<file path="src/rtl/core/direction_vector_scaled_to_speed_assert.svh">
// assertion macros for the direction vector block
`ifndef DIRECTION_VECTOR_SCALED_TO_SPEED_ASSERT_SVH
`define DIRECTION_VECTOR_SCALED_TO_SPEED_ASSERT_SVH

// antecedent implies consequent in the same cycle
`define DVS_ASSERT_IMPL(lbl, ante, cons, msg) \
    lbl: assert property (@(posedge i_clk) disable iff (!i_rst_n) (ante) |-> (cons)) \
        else $error(msg);

// antecedent implies consequent in the next cycle
`define DVS_ASSERT_NEXT(lbl, ante, cons, msg) \
    lbl: assert property (@(posedge i_clk) disable iff (!i_rst_n) (ante) |=> (cons)) \
        else $error(msg);

`endif

</file>
<file path="src/rtl/core/dvs_pkg.sv">
package dvs_pkg;

    localparam int COORD_W     = 32;
    localparam int MAG_W       = 32;
    localparam int NORM_W      = 31;
    localparam int SUM_W       = 64;
    localparam int ROOT_W      = 32;
    localparam int PROD_W      = 63;
    localparam int SQRT_STAGES = 32;
    localparam int DIV_STAGES  = 32;

    typedef struct packed {
        logic signed [COORD_W-1:0] start_x;
        logic signed [COORD_W-1:0] start_y;
        logic signed [COORD_W-1:0] start_z;
        logic signed [COORD_W-1:0] end_x;
        logic signed [COORD_W-1:0] end_y;
        logic signed [COORD_W-1:0] end_z;
        logic signed [COORD_W-1:0] speed;
    } t_in;

    typedef struct packed {
        logic signed [COORD_W-1:0] out_x;
        logic signed [COORD_W-1:0] out_y;
        logic signed [COORD_W-1:0] out_z;
        logic                      zero_length;
        logic                      saturated;
    } t_out;

    function automatic logic [5:0] lzc32(input logic [31:0] v);
        logic [5:0] c;
        c = 6'd32;
        for (int i = 0; i < 32; i++) begin
            if (v[i]) begin
                c = 6'(31 - i);
            end
        end
        return c;
    endfunction

endpackage

</file>
<file path="src/rtl/core/dvs_sqrt.sv">
module dvs_sqrt (
    input  logic                              i_clk,
    input  logic [dvs_pkg::SUM_W-1:0]         i_sum,
    output logic [dvs_pkg::ROOT_W-1:0]        o_root
);

    localparam int N = dvs_pkg::SQRT_STAGES;

    logic [33:0]                      r_rem  [0:N-1];
    logic [dvs_pkg::ROOT_W-1:0]       r_root [0:N-1];
    logic [dvs_pkg::SUM_W-1:0]        r_sum  [0:N-1];

    for (genvar g = 0; g < N; g++) begin : g_st
        logic [33:0]                rem_in;
        logic [dvs_pkg::ROOT_W-1:0] root_in;
        logic [dvs_pkg::SUM_W-1:0]  sum_in;
        logic [35:0]                acc;
        logic [35:0]                trial;

        if (g == 0) begin : g_first
            assign rem_in  = '0;
            assign root_in = '0;
            assign sum_in  = i_sum;
        end else begin : g_next
            assign rem_in  = r_rem[g-1];
            assign root_in = r_root[g-1];
            assign sum_in  = r_sum[g-1];
        end

        assign acc   = {rem_in, sum_in[63:62]};
        assign trial = {2'b00, root_in, 2'b01};

        always_ff @(posedge i_clk) begin
            if (acc >= trial) begin
                r_rem[g]  <= 34'(acc - trial);
                r_root[g] <= {root_in[30:0], 1'b1};
            end else begin
                r_rem[g]  <= acc[33:0];
                r_root[g] <= {root_in[30:0], 1'b0};
            end
            r_sum[g] <= {sum_in[61:0], 2'b00};
        end
    end

    assign o_root = r_root[N-1];

endmodule

</file>
<file path="config.mk">
export PLATFORM = sky130hd
export DESIGN_NAME = dvs_sqrt
export DESIGN_NICKNAME = d
export VERILOG_FILES = /design/src/rtl/core/direction_vector_scaled_to_speed_assert.svh /design/src/rtl/core/dvs_pkg.sv /design/src/rtl/core/dvs_sqrt.sv
export SDC_FILE = /design/constraint.sdc
export NUM_CORES = 2
export LEC_CHECK = 0
export ABC_CLOCK_PERIOD_IN_PS = 10500
export BUFFER_PORTS_ARGS = -buffer_cell sky130_fd_sc_hd__buf_4
export CAP_MARGIN = 20
export CORE_MARGIN = 4
export CORE_UTILIZATION = 67
export CTS_BUF_LIST = sky130_fd_sc_hd__clkbuf_2 sky130_fd_sc_hd__clkbuf_4 sky130_fd_sc_hd__clkbuf_8
export DETAILED_ROUTE_END_ITERATION = 7
export GPL_ROUTABILITY_DRIVEN = 0
export PLACE_DENSITY = 0.84
export REMOVE_ABC_BUFFERS = 1
export SLEW_MARGIN = 20
export SYNTH_ARGS = -nofsm -noshare
export SYNTH_HDL_FRONTEND = slang
export SYNTH_MEMORY_MAX_BITS = 65536
export SYNTH_SLANG_ARGS = --single-unit
</file>
<file path="constraint.sdc">
create_clock -name i_clk -period 10.5 [get_ports i_clk]
set_input_delay 0.525 -clock i_clk [delete_from_list [all_inputs] [get_ports i_clk]]
set_output_delay 0.525 -clock i_clk [all_outputs]
set_load 0.05 [all_outputs]
</file>
==> metrics.md <==
| Metric | Value |
|---|---|
| Clk pin slew, worst setup/hold paths | `around 0.060 ns` |
| CP max FO | `15` |
| Min Hold Slack | `0.131 ns` |
| Synth Flop Type | `dfxtp_1` |
| Post-CTS Setup Repair Bufs | `0` |
| Yosys warnings | `0` |
| CP Class | `register to register` |
| Largest stage delay, worst path | `0.63 ns` |
| Yosys reg bits | `~2,500` |
| CP top delay family | `simple AND/OR/NAND/NOR gates` |
| Most frequent cells after synthesis | `dfxtp_1 (2,523), inv_1 (687), a21oi_1 (613)` |
| CTS Sinks | `2,523` |
| Via Count | `approximately 66,000` |
| Worst path bufs/invs | `0` |
| Vias per std cell | `between 5 and 6` |
| Final hold vios | `0` |
| PortBufs | `96` |
| Post-synth EDFFs | `0` |
| CP Capture Type | `register` |
| CP arrival | `just under 5 ns` |
| GRT Util Overall | `0.267` |
| Final WS setup | `6.41 ns` |
| Worst-margin pin slew | `0.982 ns` |
| Mapped Area | `92,600 um2` |
| H-tree levels | `5` |
| Post-synth cell types | `84` |
| PwrDens | `approximately 240 nW/um2` |
| Critical path, cell by cell | `or4_1 > or3_4 > or4_1 > or4_1 > or3_4 > nor3_4 > or3_2 > nor3_1 > xor2_1` |
| Wire per inst | `17.2 um` |
| Pin count of the biggest net entering global routing | `54` |
| Min Tclk post-route | `4.09 ns` |
| Detailed-placement wirelength estimate | `roughly 140 mm` |
| DP Worst Slack | `about 6.5 ns` |
| CP most frequent cell | `or4_1` |
| Sequential fraction of the synthesis area | `0.545` |
| Initial Utilization | `0.674` |
| Clock Skews | `0.0808 ns` |
| DRT Pass-1 Iters | `7` |
| Worst path slowest cell | `or4_1` |
| Setup violations, final | `0` |
| Synth Instances | `roughly 9,100` |
| Number of remaining DRC errors | `0` |
| VDD IR max | `about 210 uV` |
| FMAX | `245 MHz` |
| Vias in the first global route | `65,700` |
| Worst min path class | `input pin to register` |
| First-pass GRT wire length | `320 mm` |
| Antenna Nets Post-Route | `0` |
| Max-Cap Viols | `0` |
| Initial antenna violation count | `3` |
| Period Utilization, post-route | `0.390` |
| Die width | `380 um` |
| TritonCTS clock tree | `yes` |
| DR iter-0 viols | `between 5,000 and 6,000` |
| Largest area contributor in the netlist | `dfxtp_1` |
| Synth area leaders | `dfxtp_1 (55%), ha_1 (7.6%), xnor2_1 (4.2%), xor2_1 (3.9%), a21oi_1 (3.3%)` |
| Crit start category | `register` |
| Layout cells sized above 1 | `0.0956` |
| Final Cell Area | `104,000 um2` |
| Worst path required time | `11.38 ns` |
| Area grow syn2layout | `12.1%` |
| Max Slew Vio Count | `0` |
| Synthesized area per cell | `about 10 um2` |
| Non-filler cells, final | `between 10,000 and 15,000` |
| Core ar. | `137,000 um2` |
| Placed Instances | `10,900` |
| Final Util | `0.755` |
| Total die area | `144,000 um2` |
| Cell leakage power | `about 50 nW` |
| TritonCTS Buffers | `approximately 380` |
| CTS root buf | `clkbuf_8` |
| Power, Total | `24.7 mW` |
| Die H | `380 um` |
| Worst-case clock buffer depth | `4` |
| Rel. slew slack | `0.328` |
| Gr ovfl total | `0` |
| Run status | `complete, no violations` |
| Setup TNS | `0 ns` |
| Async SR Flop Fraction | `0` |
| IO Count | `97` |
| Area fraction of the dominant cell type after synthesis | `0.545` |
| Skew-Pair Late Insertion Delay | `1.04 ns` |
| Row cnt | `approximately 140` |
| Setup repair after global routing missed its margin | `false` |
| Layout filler cell count | `9,002` |
| Most frequent cell after synthesis | `dfxtp_1` |
| Dpl cell area | `approximately 95,000 um2` |
| Nets | `10,100` |
| Routed WL | `199 mm` |
-- worst register-to-register path, stage by stage, from the launching register on --
cell and delay (ns):
dfxtp_1 0.34, or4_1 0.57, or3_4 0.38, or4_1 0.52, or4_1 0.63, or3_4 0.46
nor3_4 0.45, or3_2 0.36, nor3_1 0.10, xor2_1 0.15
-- routing by layer --
layer,global-route usage,vias to the layer above,part of all wire
met3,0.0420,773,0.054
met5,0,-,0
li1,-,32100,-
met4,0.157,0,0.060
met1,0.311,30900,0.40
met2,0.465,2455,0.49
-- placed cells by master (no fill, tap or decap), drive strengths merged, types with 43 or more instances in the layout --
cell / count
nand2: 546
dlygate4sd3: 65
o21ai: 419
or2: 47
or4: 63
a31oi: 54
nand3: 166
o21a: 109
xor2: 411
nor3: 241
buf: 121
nor2: 597
nor4: 122
or3: 114
and3: 50
a21oi: 613
nand2b: 101
dfxtp: 2523
o211ai: 43
inv: 690
mux2: 77
o31ai: 49
a21o: 272
a211oi: 48
ha: 562
clkbuf: 584
nor2b: 75
nand4: 118
xnor2: 440
o21bai: 46
-- path summary, 6_finish.rpt --
| kind | startpoint | depth (start not counted) | slack [ns] | endpoint |
|---|---|---|---|---|
| setup / recovery | r_rem[0][147] | 9 | 6.41 | r_rem[0][194] |
| hold / removal | i_sum[17] | 2 | 0.13 | r_sum[0][17] |
| hold reg to reg | r_sum[0][977] | 0 | 0.29 | r_sum[1][49] |
| setup reg to reg | r_rem[0][147] | 9 | 6.41 | r_rem[0][194] |
-- power by group --
part           internal [mW]  switching [mW]
sequential              11.1            1.25
combinational           1.79            2.24
clock                   4.80            3.49
total                   17.7            6.98
-- sequential cells by signal, indices dropped and copies added (netlist names) --
name    cells
r_rem    1003
r_sum     992
r_root    528
-- cell families (layout without fill, tap and decap cells) --
family                   Yosys count  after routing  share of synthesized area
flip-flops                      2523           2523                      0.545
AND/OR/NAND/NOR                 2384           2384                      0.129
AO/OA/AOI/OAI                   1841           1841                      0.123
buffers and inverters            881           1510                     0.0359
XOR/XNOR                         851            851                     0.0805
adder cells (fa/ha/maj)          562            562                     0.0759
multiplexers                      89             89                     0.0107
other                              1              3                  0.0000405
-- final cells by class --
type,count,area (um2),share of cell area
inverter,688,2580,0.0249
antenna,2,5.00,0.0000482
sequential,2523,50500,0.486
clock inverter,52,646,0.00622
tap,1794,2240,0.0216
clock buffer,584,7390,0.0712
multi-input combinational,5728,38900,0.375
timing repair buffer,186,1560,0.0150
-- what timing repair did --
action | in CTS | in global routing
resized for setup | 0 | 0
endpoints found under the setup margin | 0 | 0
hold buffers | 65 | 0
hold endpoints to repair | 65 | 0
Power figures use the tool's default switching activity.
